[src/design/tx_round_trip_slot_table_core_macros.svh]
// ----------------------------------------------------------------------------
// Slot table assertion macros
// Shared concurrent assertion shorthands for the slot table core.
// ----------------------------------------------------------------------------
`ifndef TX_ROUND_TRIP_SLOT_TABLE_CORE_MACROS_SVH
`define TX_ROUND_TRIP_SLOT_TABLE_CORE_MACROS_SVH

// Same-cycle implication, checked outside reset.
`define RTST_ASSERT_IMP(lbl, ante, cons, msg) \
  lbl: assert property (@(posedge clk_i) disable iff (!rst_ni) (ante) |-> (cons)) \
    else $error(msg);

// Next-cycle implication, checked outside reset.
`define RTST_ASSERT_NXT(lbl, ante, cons, msg) \
  lbl: assert property (@(posedge clk_i) disable iff (!rst_ni) (ante) |=> (cons)) \
    else $error(msg);

`endif

[src/design/rtst_pkg.sv]
// ----------------------------------------------------------------------------
// Slot table package
// Field widths, command codes and item types of the slot table core.
// ----------------------------------------------------------------------------
package rtst_pkg;

  localparam int unsigned ADDR_W  = 48;
  localparam int unsigned TIME_W  = 64;
  localparam int unsigned GAP_W   = 32;
  localparam int unsigned SEL_W   = 3;
  localparam int unsigned DELAY_W = 16;

  // Upper bound (exclusive) for a usable delay sample
  localparam logic [GAP_W-1:0] GAP_LIMIT = 32'd60000;

  typedef enum logic [1:0] {
    CMD_ACQUIRE = 2'd0,
    CMD_SEND    = 2'd1,
    CMD_REPLY   = 2'd2,
    CMD_RELEASE = 2'd3
  } cmd_e;

  typedef struct packed {
    cmd_e                command;
    logic [ADDR_W-1:0]   peer_addr;
    logic [SEL_W-1:0]    slot_sel;
    logic [TIME_W-1:0]   now_us;
  } req_t;

  typedef struct packed {
    logic [SEL_W-1:0]    slot_out;
    logic                hit;
    logic [DELAY_W-1:0]  delay_out;
  } res_t;

  // One entry of the timing memory
  typedef struct packed {
    logic [TIME_W-1:0]   since;
    logic [GAP_W-1:0]    gap;
  } slot_time_t;

endpackage

[src/design/rtst_if.sv]
// ----------------------------------------------------------------------------
// Slot table channels
// Valid/ready request and result channels of the slot table core.
// ----------------------------------------------------------------------------
interface rtst_in_if;
  import rtst_pkg::*;

  logic                valid;
  logic                ready;
  cmd_e                command;
  logic [ADDR_W-1:0]   peer_addr;
  logic [SEL_W-1:0]    slot_sel;
  logic [TIME_W-1:0]   now_us;

  modport source (output valid, command, peer_addr, slot_sel, now_us, input ready);
  modport sink   (input valid, command, peer_addr, slot_sel, now_us, output ready);
endinterface

interface rtst_out_if;
  import rtst_pkg::*;

  logic                valid;
  logic                ready;
  logic [SEL_W-1:0]    slot_out;
  logic                hit;
  logic [DELAY_W-1:0]  delay_out;

  modport source (output valid, slot_out, hit, delay_out, input ready);
  modport sink   (input valid, slot_out, hit, delay_out, output ready);
endinterface

[src/design/tx_round_trip_slot_table_core.sv]
// ----------------------------------------------------------------------------
// Transmit round-trip slot table
// Claims slots per peer, stamps sends and measures reply delay per slot.
// ----------------------------------------------------------------------------
//   channel  dir  payload
//   in_i     in   command, peer_addr, slot_sel, now_us
//   out_o    out  slot_out, hit, delay_out
//
// One item at a time. Send on a valid slot does one memory read, then
// write-back; reply searches the table, reading one entry of the slot
// memories per cycle.
// Reset clears busy and pending marks only; memory contents stay undefined.
// A result held in the output register does not block the next item.
module tx_round_trip_slot_table_core #(
  parameter int unsigned SLOT_COUNT = 8
) (
  input  logic       clk_i,
  input  logic       rst_ni,
  rtst_in_if.sink    in_i,
  rtst_out_if.source out_o
);
  import rtst_pkg::*;

  req_t req;
  res_t res;
  res_t out_res_q;
  logic res_valid;
  logic res_ready;
  logic out_valid_q;

  assign req.command   = in_i.command;
  assign req.peer_addr = in_i.peer_addr;
  assign req.slot_sel  = in_i.slot_sel;
  assign req.now_us    = in_i.now_us;

  rtst_ctrl #(
    .SLOT_COUNT (SLOT_COUNT)
  ) u_ctrl (
    .clk_i       (clk_i),
    .rst_ni      (rst_ni),
    .req_valid_i (in_i.valid),
    .req_ready_o (in_i.ready),
    .req_i       (req),
    .res_valid_o (res_valid),
    .res_ready_i (res_ready),
    .res_o       (res)
  );

  assign res_ready = !out_valid_q || out_o.ready;

  always_ff @(posedge clk_i or negedge rst_ni) begin
    if (!rst_ni) begin
      out_valid_q <= 1'b0;
    end else if (res_valid && res_ready) begin
      out_valid_q <= 1'b1;
    end else if (out_o.ready) begin
      out_valid_q <= 1'b0;
    end
  end

  always_ff @(posedge clk_i) begin
    if (res_valid && res_ready) begin
      out_res_q <= res;
    end
  end

  assign out_o.valid     = out_valid_q;
  assign out_o.slot_out  = out_res_q.slot_out;
  assign out_o.hit       = out_res_q.hit;
  assign out_o.delay_out = out_res_q.delay_out;

endmodule

[src/design/rtst_ram.sv]
// ----------------------------------------------------------------------------
// Slot table RAM
// Simple dual-port memory, one write and one registered read per cycle.
// ----------------------------------------------------------------------------
module rtst_ram #(
  parameter int unsigned WIDTH = 8,
  parameter int unsigned DEPTH = 8
) (
  input  logic                                  clk_i,
  input  logic                                  we_i,
  input  logic [((DEPTH > 1) ? $clog2(DEPTH) : 1)-1:0] waddr_i,
  input  logic [WIDTH-1:0]                      wdata_i,
  input  logic                                  re_i,
  input  logic [((DEPTH > 1) ? $clog2(DEPTH) : 1)-1:0] raddr_i,
  output logic [WIDTH-1:0]                      rdata_o
);

  logic [WIDTH-1:0] mem_q [DEPTH];
  logic [WIDTH-1:0] rdata_q;

  always_ff @(posedge clk_i) begin
    if (we_i) begin
      mem_q[waddr_i] <= wdata_i;
    end
  end

  always_ff @(posedge clk_i) begin
    if (re_i) begin
      rdata_q <= mem_q[raddr_i];
    end
  end

  assign rdata_o = rdata_q;

endmodule

[src/design/rtst_ctrl.sv]
// ----------------------------------------------------------------------------
// Slot table sequencer
// Runs one command at a time against the peer and timing memories.
// ----------------------------------------------------------------------------
`include "tx_round_trip_slot_table_core_macros.svh"

module rtst_ctrl #(
  parameter int unsigned SLOT_COUNT = 8
) (
  input  logic           clk_i,
  input  logic           rst_ni,
  input  logic           req_valid_i,
  output logic           req_ready_o,
  input  rtst_pkg::req_t req_i,
  output logic           res_valid_o,
  input  logic           res_ready_i,
  output rtst_pkg::res_t res_o
);
  import rtst_pkg::*;

  localparam int unsigned IDX_W = (SLOT_COUNT > 1) ? $clog2(SLOT_COUNT) : 1;
  localparam int unsigned CNT_W = $clog2(SLOT_COUNT + 1);
  localparam int unsigned TM_W  = $bits(slot_time_t);
  localparam logic [CNT_W-1:0] SLOT_CNT = CNT_W'(SLOT_COUNT);
  localparam logic [IDX_W-1:0] LAST_IDX = IDX_W'(SLOT_COUNT - 1);

  typedef enum logic [2:0] {
    ST_IDLE,
    ST_ACQ,
    ST_SEND_RD,
    ST_SEND_WR,
    ST_SCAN,
    ST_REL,
    ST_RESULT
  } state_e;

  state_e                state_q;
  req_t                  req_q;
  res_t                  res_q;
  logic [SLOT_COUNT-1:0] busy_q;
  logic [SLOT_COUNT-1:0] pend_q;
  logic [CNT_W-1:0]      scan_q;
  logic [IDX_W-1:0]      chk_idx_q;
  logic                  chk_v_q;

  logic                  sel_ok;
  logic [IDX_W-1:0]      sel_idx;
  logic                  free_found;
  logic [IDX_W-1:0]      free_idx;
  logic                  match;
  logic [GAP_W-1:0]      elapsed;

  logic                  peer_we;
  logic                  time_we;
  logic [IDX_W-1:0]      time_waddr;
  slot_time_t            time_wdata;
  logic                  rd_en;
  logic [IDX_W-1:0]      rd_idx;
  logic [ADDR_W-1:0]     peer_rdata;
  slot_time_t            time_rdata;
  logic [TM_W-1:0]       time_rdata_raw;

  function automatic logic [DELAY_W-1:0] clamp_gap(input logic [GAP_W-1:0] gap);
    return (gap != '0 && gap < GAP_LIMIT) ? gap[DELAY_W-1:0] : '0;
  endfunction

  assign sel_ok  = (32'(req_q.slot_sel) < SLOT_COUNT);
  assign sel_idx = IDX_W'(req_q.slot_sel);

  // Lowest free slot
  always_comb begin
    free_found = 1'b0;
    free_idx   = '0;
    for (int i = SLOT_COUNT - 1; i >= 0; i--) begin
      if (!busy_q[i]) begin
        free_found = 1'b1;
        free_idx   = IDX_W'(i);
      end
    end
  end

  assign time_rdata = slot_time_t'(time_rdata_raw);
  assign match   = chk_v_q && busy_q[chk_idx_q] && pend_q[chk_idx_q] &&
                   (peer_rdata == req_q.peer_addr);
  assign elapsed = req_q.now_us[GAP_W-1:0] - time_rdata.since[GAP_W-1:0];

  // Read port: send reads its slot, reply walks the table one entry a cycle
  always_comb begin
    rd_en  = 1'b0;
    rd_idx = '0;
    case (state_q)
      ST_SEND_RD: begin
        rd_en  = sel_ok;
        rd_idx = sel_idx;
      end
      ST_SCAN: begin
        rd_en  = (scan_q < SLOT_CNT);
        rd_idx = scan_q[IDX_W-1:0];
      end
      default: begin
        rd_en  = 1'b0;
        rd_idx = '0;
      end
    endcase
  end

  // Write port
  always_comb begin
    peer_we    = 1'b0;
    time_we    = 1'b0;
    time_waddr = '0;
    time_wdata = '0;
    case (state_q)
      ST_ACQ: begin
        peer_we    = free_found;
        time_we    = free_found;
        time_waddr = free_idx;
      end
      ST_SEND_WR: begin
        time_we          = 1'b1;
        time_waddr       = sel_idx;
        time_wdata.since = req_q.now_us;
        time_wdata.gap   = time_rdata.gap;
      end
      ST_SCAN: begin
        time_we          = match;
        time_waddr       = chk_idx_q;
        time_wdata.since = time_rdata.since;
        time_wdata.gap   = elapsed;
      end
      default: begin
        time_we = 1'b0;
      end
    endcase
  end

  rtst_ram #(
    .WIDTH (ADDR_W),
    .DEPTH (SLOT_COUNT)
  ) u_peer_ram (
    .clk_i   (clk_i),
    .we_i    (peer_we),
    .waddr_i (free_idx),
    .wdata_i (req_q.peer_addr),
    .re_i    (rd_en),
    .raddr_i (rd_idx),
    .rdata_o (peer_rdata)
  );

  rtst_ram #(
    .WIDTH (TM_W),
    .DEPTH (SLOT_COUNT)
  ) u_time_ram (
    .clk_i   (clk_i),
    .we_i    (time_we),
    .waddr_i (time_waddr),
    .wdata_i (time_wdata),
    .re_i    (rd_en),
    .raddr_i (rd_idx),
    .rdata_o (time_rdata_raw)
  );

  assign req_ready_o = (state_q == ST_IDLE);
  assign res_valid_o = (state_q == ST_RESULT);
  assign res_o       = res_q;

  always_ff @(posedge clk_i) begin
    if (req_valid_i && req_ready_o) begin
      req_q <= req_i;
    end
  end

  always_ff @(posedge clk_i or negedge rst_ni) begin
    if (!rst_ni) begin
      state_q   <= ST_IDLE;
      res_q     <= '0;
      busy_q    <= '0;
      pend_q    <= '0;
      scan_q    <= '0;
      chk_idx_q <= '0;
      chk_v_q   <= 1'b0;
    end else begin
      case (state_q)
        ST_IDLE: begin
          scan_q  <= '0;
          chk_v_q <= 1'b0;
          if (req_valid_i) begin
            case (req_i.command)
              CMD_ACQUIRE: state_q <= ST_ACQ;
              CMD_SEND:    state_q <= ST_SEND_RD;
              CMD_REPLY:   state_q <= ST_SCAN;
              CMD_RELEASE: state_q <= ST_REL;
              default:     state_q <= ST_REL;
            endcase
          end
        end
        ST_ACQ: begin
          if (free_found) begin
            busy_q[free_idx] <= 1'b1;
            pend_q[free_idx] <= 1'b0;
            res_q <= '{slot_out: SEL_W'(free_idx), hit: 1'b1, delay_out: '0};
          end else begin
            res_q <= '0;
          end
          state_q <= ST_RESULT;
        end
        ST_SEND_RD: begin
          res_q <= '0;
          state_q <= sel_ok ? ST_SEND_WR : ST_RESULT;
        end
        ST_SEND_WR: begin
          pend_q[sel_idx] <= 1'b1;
          res_q.delay_out <= clamp_gap(time_rdata.gap);
          state_q         <= ST_RESULT;
        end
        ST_SCAN: begin
          if (match) begin
            pend_q[chk_idx_q] <= 1'b0;
            res_q <= '{slot_out: SEL_W'(chk_idx_q), hit: 1'b1, delay_out: '0};
            state_q           <= ST_RESULT;
          end else if (chk_v_q && chk_idx_q == LAST_IDX) begin
            res_q   <= '0;
            state_q <= ST_RESULT;
          end else begin
            // compare stage checks the entry read in the previous cycle
            chk_v_q   <= (scan_q < SLOT_CNT);
            chk_idx_q <= scan_q[IDX_W-1:0];
            if (scan_q < SLOT_CNT) begin
              scan_q <= scan_q + CNT_W'(1);
            end
          end
        end
        ST_REL: begin
          if (sel_ok) begin
            busy_q[sel_idx] <= 1'b0;
          end
          res_q   <= '0;
          state_q <= ST_RESULT;
        end
        ST_RESULT: begin
          if (res_ready_i) begin
            state_q <= ST_IDLE;
          end
        end
        default: begin
          state_q <= ST_IDLE;
        end
      endcase
    end
  end

  `RTST_ASSERT_IMP(a_no_write_idle, state_q == ST_IDLE, !time_we && !peer_we, "write while idle")
  `RTST_ASSERT_NXT(a_reply_clears_pend, state_q == ST_SCAN && match, !pend_q[$past(chk_idx_q)], "reply left pending mark")
  `RTST_ASSERT_NXT(a_acquire_sets_busy, state_q == ST_ACQ && free_found, busy_q[$past(free_idx)], "acquire did not claim slot")
  `RTST_ASSERT_NXT(a_send_sets_pend, state_q == ST_SEND_WR, pend_q[$past(sel_idx)], "send did not mark pending")

endmodule

[src/flat_wrapper.sv]
// flat-port wrapper written by rule: the top's interface ports become plain ports
module tx_round_trip_slot_table_core_flat import rtst_pkg::*;
#(
  parameter int unsigned SLOT_COUNT = 8
)
  (clk_i, rst_ni, in_i_valid, in_i_command, in_i_peer_addr, in_i_slot_sel, in_i_now_us, in_i_ready, out_o_valid, out_o_slot_out, out_o_hit, out_o_delay_out, out_o_ready);
  rtst_in_if in_i_i ();
  rtst_out_if out_o_i ();
  input  logic clk_i;
  input  logic rst_ni;
  input wire logic [$bits(in_i_i.valid)-1:0] in_i_valid;
  input wire logic [$bits(in_i_i.command)-1:0] in_i_command;
  input wire logic [$bits(in_i_i.peer_addr)-1:0] in_i_peer_addr;
  input wire logic [$bits(in_i_i.slot_sel)-1:0] in_i_slot_sel;
  input wire logic [$bits(in_i_i.now_us)-1:0] in_i_now_us;
  output wire logic [$bits(in_i_i.ready)-1:0] in_i_ready;
  output wire logic [$bits(out_o_i.valid)-1:0] out_o_valid;
  output wire logic [$bits(out_o_i.slot_out)-1:0] out_o_slot_out;
  output wire logic [$bits(out_o_i.hit)-1:0] out_o_hit;
  output wire logic [$bits(out_o_i.delay_out)-1:0] out_o_delay_out;
  input wire logic [$bits(out_o_i.ready)-1:0] out_o_ready;
  assign in_i_i.valid = in_i_valid;
  assign in_i_i.command = in_i_command;
  assign in_i_i.peer_addr = in_i_peer_addr;
  assign in_i_i.slot_sel = in_i_slot_sel;
  assign in_i_i.now_us = in_i_now_us;
  assign in_i_ready = in_i_i.ready;
  assign out_o_valid = out_o_i.valid;
  assign out_o_slot_out = out_o_i.slot_out;
  assign out_o_hit = out_o_i.hit;
  assign out_o_delay_out = out_o_i.delay_out;
  assign out_o_i.ready = out_o_ready;
  tx_round_trip_slot_table_core #(.SLOT_COUNT(SLOT_COUNT)) u_core (.clk_i(clk_i), .rst_ni(rst_ni), .in_i(in_i_i), .out_o(out_o_i));
endmodule
[config.mk]
export PLATFORM = sky130hd
export DESIGN_NAME = tx_round_trip_slot_table_core_flat
export DESIGN_NICKNAME = d
export VERILOG_FILES = /design/src/design/rtst_pkg.sv /design/src/design/rtst_if.sv /design/src/design/tx_round_trip_slot_table_core.sv /design/src/design/rtst_ram.sv /design/src/design/rtst_ctrl.sv /design/src/flat_wrapper.sv
export VERILOG_INCLUDE_DIRS = /design/src /design/src/design
export SDC_FILE = /design/constraint.sdc
export NUM_CORES = 2
export LEC_CHECK = 0
export BUFFER_PORTS_ARGS = -buffer_cell sky130_fd_sc_hd__buf_4
export CORE_MARGIN = 5
export CORE_UTILIZATION = 57
export DETAILED_ROUTE_END_ITERATION = 8
export HOLD_SLACK_MARGIN = 0.06
export MAX_ROUTING_LAYER = met4
export PLACE_DENSITY = 0.78
export SLEW_MARGIN = 25
export SYNTH_ARGS = -nofsm -noshare
export SYNTH_HDL_FRONTEND = slang
export SYNTH_HIERARCHICAL = 1
export SYNTH_SLANG_ARGS = --single-unit
[constraint.sdc]
create_clock -name clk_i -period 8.7 [get_ports clk_i]
set_clock_uncertainty 0.2 [all_clocks]
set_input_delay 0.87 -clock clk_i [delete_from_list [all_inputs] [get_ports clk_i]]
set_output_delay 0.87 -clock clk_i [all_outputs]
set_load 0.02 [all_outputs]
==> impl_metrics.tcl <==
set metrics [dict create \
    status "finished clean" \
    cp.arrival_ns 5.23 \
    final_layout_size_suffix_gt1_share_pct 26.4 \
    die_h_um 295 \
    place.detailed.hpwl_um 52600 \
    timing.critical_path.from_type "register" \
    globalRouteTotalUtil_pct 22.9 \
    cts.repair_timing.setup_buffer_count 0 \
    cts_htree_levels 3 \
    synth.net_count 2501 \
    slew_headroom_pct 33.3 \
    post-route-period-util_pct 59.2 \
    gp_congestion 0.864 \
    timing.critical_path.fanout_max 35 \
    timing.reg2reg.setup_slack_ns 3.55 \
    global_route_wire_length_before_repair_um 146000 \
    cell_class_contributing_the_biggest_share_of_worst_path_delay "simple AND/OR/NAND/NOR gates" \
    finished_cell_area_um2 51800 \
    syn_inst 2343 \
    worst_hold_slack_ns 0.156 \
    floorplan.rows 104 \
    fin_setup_tns_ns 0 \
    postSynthAreaPerCell_um2 19.7 \
    num-nets-final 2657 \
    drt_iter0_markers 2067 \
    pre_cts_ws_ns 3.65 \
    postPlaceCellArea_um2 48200 \
    grt_setup_unrepaired "no" \
    crit_path_cell_trace "nor2b_1 -> a2111o_1 -> nor4_1 -> nand4_1 -> a211o_1 -> nor2_1 -> or3_1 -> nand2b_1 -> nor3_2 -> buf_4 -> buf_4" \
    max_stage_delay_on_crit_path_ns 0.66 \
    fmaxAchievable_mhz 194 \
    power_mw 17.4 \
    numClockSinks 1159 \
    hp_class "in -> reg" \
    final_max_slew_viol_count 0 \
    port-buffer-count 110 \
    number_of_antenna_violations_at_the_first_check_in_global_routing 2 \
    antenna_violating_nets_post_route 0 \
    ctsRootBufferMaster "sky130_fd_sc_hd__clkbuf_16" \
    drc 0 \
    vdd_drop_max_uv 229 \
    start_util_pct 57.4 \
    leakagePower_nw 17.1 \
    drt_first_pass_iters 5 \
    power_density_nw_per_um2 336 \
    hold_viol_final 0 \
    worst_slew_pin_slew_ns 1.00 \
    tritoncts_clock_tree "built" \
    route.vias.total 22700 \
    io_pins 143 \
    finalCriticalPeriod_ns 5.15 \
    cp_num_buf_inv 2 \
    cts-buffers-inserted 112 \
    via_count_of_the_first_global_routing_pass 23500 \
    clock_tree.buffer_depth 3 \
    clock_transition_at_the_registers_of_the_reported_paths_ns 0.06 \
    syn_area_um2 46200 \
    critPathMostFrequentCell "sky130_fd_sc_hd__buf_4" \
    timing.final.setup_violations 0 \
    core_region_area_um2 80400 \
    synth-warning-count 6 \
    critical_path_required_ns 8.78 \
    fp.dieW_um 295 \
    detail_route.vias_per_cell 6.20 \
    grt.overflow.total 0 \
    critical_path.slowest_cell "sky130_fd_sc_hd__buf_4" \
    pin_count_of_the_biggest_net_entering_global_routing 99 \
    routed_wirelength_um 96200 \
    worstSetupPathType "reg -> reg" \
    hold_buffers 1 \
    setup.worst_path.end_class "register" \
    insertion_delay_to_the_later_sink_of_the_worst_skew_pair_ns 0.69 \
    timing.max_cap.violations 0 \
    area_delta_synth_final_pct 12.3 \
    wl_per_cell_um 26.3 \
    total_die_area_um2 86800 \
    postLayoutSetupSlackWorst_ns 3.55 \
    post_cts.resized_instances 0 \
]
registers in the layout, summed over array words and instances (netlist names), 8 cells and up:
name / flops
u_core/u_ctrl/u_time_ram/mem_q: 512
u_core/u_ctrl/u_peer_ram/mem_q: 384
u_core/u_ctrl/req_q: 80
u_core/u_ctrl/u_time_ram/rdata_o: 64
u_core/u_ctrl/u_peer_ram/rdata_o: 48
u_core/u_ctrl/res_o: 20
u_core/out_o.delay_out: 16
u_core/u_ctrl/busy_q: 8
u_core/u_ctrl/pend_q: 8
worst reg2reg max path, delay by kind of cell, from the launching register on:
kind,cells,cell delay (ns)
DFF,1,0.54
buffers and inverters,2,1.18
AOI/OAI and AO/OA,2,0.81
and+or+nand+nor,7,2.00
path summary, 6_finish.rpt:
| kind | startpoint | end | cells past startpoint |
|---|---|---|---|
| hold / removal | in_i_peer_addr[20] | u_core/u_ctrl/req_q[87] | 1 |
| hold reg to reg | u_core/u_ctrl/res_o[14] | u_core/out_o.delay_out[14] | 0 |
| setup / recovery | u_core/u_ctrl/req_q[94] | u_core/u_ctrl/u_time_ram/mem_q[0][21] | 11 |
| setup reg to reg | u_core/u_ctrl/req_q[94] | u_core/u_ctrl/u_time_ram/mem_q[0][21] | 11 |
| min in group asynchronous | rst_ni | u_core/u_ctrl/state_q[0] | 2 |
| max in group asynchronous | rst_ni | u_core/u_ctrl/pend_q[0] | 2 |
metrics by stage:
step                      instances  utilization [%]
after floorplan                2343                -
after detailed placement       3443             59.9
after global placement         3442             59.9
final                          3652             64.5
after global routing           3652             64.5
after CTS                      3650             64.4
per-layer routing:
layer	track usage, %	routed length [um]	up-vias
li1	-	-	9767
met1	30.2	36800	11700
met2	38.7	50200	1022
met3	3.53	7050	171
met4	5.23	2210	0
met5	-	0	-
cells in the final DEF, fill, tap and decap left out, types with 6 or more instances in the layout:
cell type / instances
sky130_fd_sc_hd__edfxtp_1: 1111
sky130_fd_sc_hd__mux4_2: 221
sky130_fd_sc_hd__buf_4: 150
sky130_fd_sc_hd__nand2_1: 117
sky130_fd_sc_hd__clkbuf_16: 114
sky130_fd_sc_hd__o21ai_0: 113
sky130_fd_sc_hd__mux2_2: 76
sky130_fd_sc_hd__inv_1: 69
sky130_fd_sc_hd__dfrtp_1: 48
sky130_fd_sc_hd__a21oi_1: 46
sky130_fd_sc_hd__mux2_4: 40
sky130_fd_sc_hd__xnor2_1: 39
sky130_fd_sc_hd__ha_1: 36
sky130_fd_sc_hd__nor2_1: 31
sky130_fd_sc_hd__xor2_1: 26
sky130_fd_sc_hd__clkinv_1: 25
sky130_fd_sc_hd__clkbuf_1: 23
sky130_fd_sc_hd__nand2b_1: 22
sky130_fd_sc_hd__clkinv_2: 20
sky130_fd_sc_hd__nor2_4: 16
sky130_fd_sc_hd__a21o_1: 16
sky130_fd_sc_hd__nand3_1: 15
sky130_fd_sc_hd__nand4_1: 15
sky130_fd_sc_hd__nor4_1: 15
sky130_fd_sc_hd__a22o_1: 14
sky130_fd_sc_hd__nor2b_1: 13
sky130_fd_sc_hd__bufinv_16: 10
sky130_fd_sc_hd__a31oi_1: 8
sky130_fd_sc_hd__nor3_1: 8
sky130_fd_sc_hd__a211oi_1: 7
sky130_fd_sc_hd__a22oi_1: 7
sky130_fd_sc_hd__a32o_1: 6
sky130_fd_sc_hd__o22ai_1: 6
power by group:
group | leakage, nW | internal (mW) | switching [mW]
registers | 10.8 | 7.49 | 0.463
clock network | 1.76 | 2.72 | 2.02
logic | 4.48 | 2.00 | 2.72
total | 17.1 | 12.2 | 5.21
final cells by class:
type | instances | area (um2)
antenna | 1 | 2.50
tap | 1060 | 1330
fill | 5242 | 28600
clock buffer | 139 | 2970
clock inverter | 67 | 658
inverter | 69 | 259
multi-input combinational | 1003 | 10900
timing repair buffer | 154 | 1200
sequential | 1159 | 34600
Power figures use the tool's default switching activity.
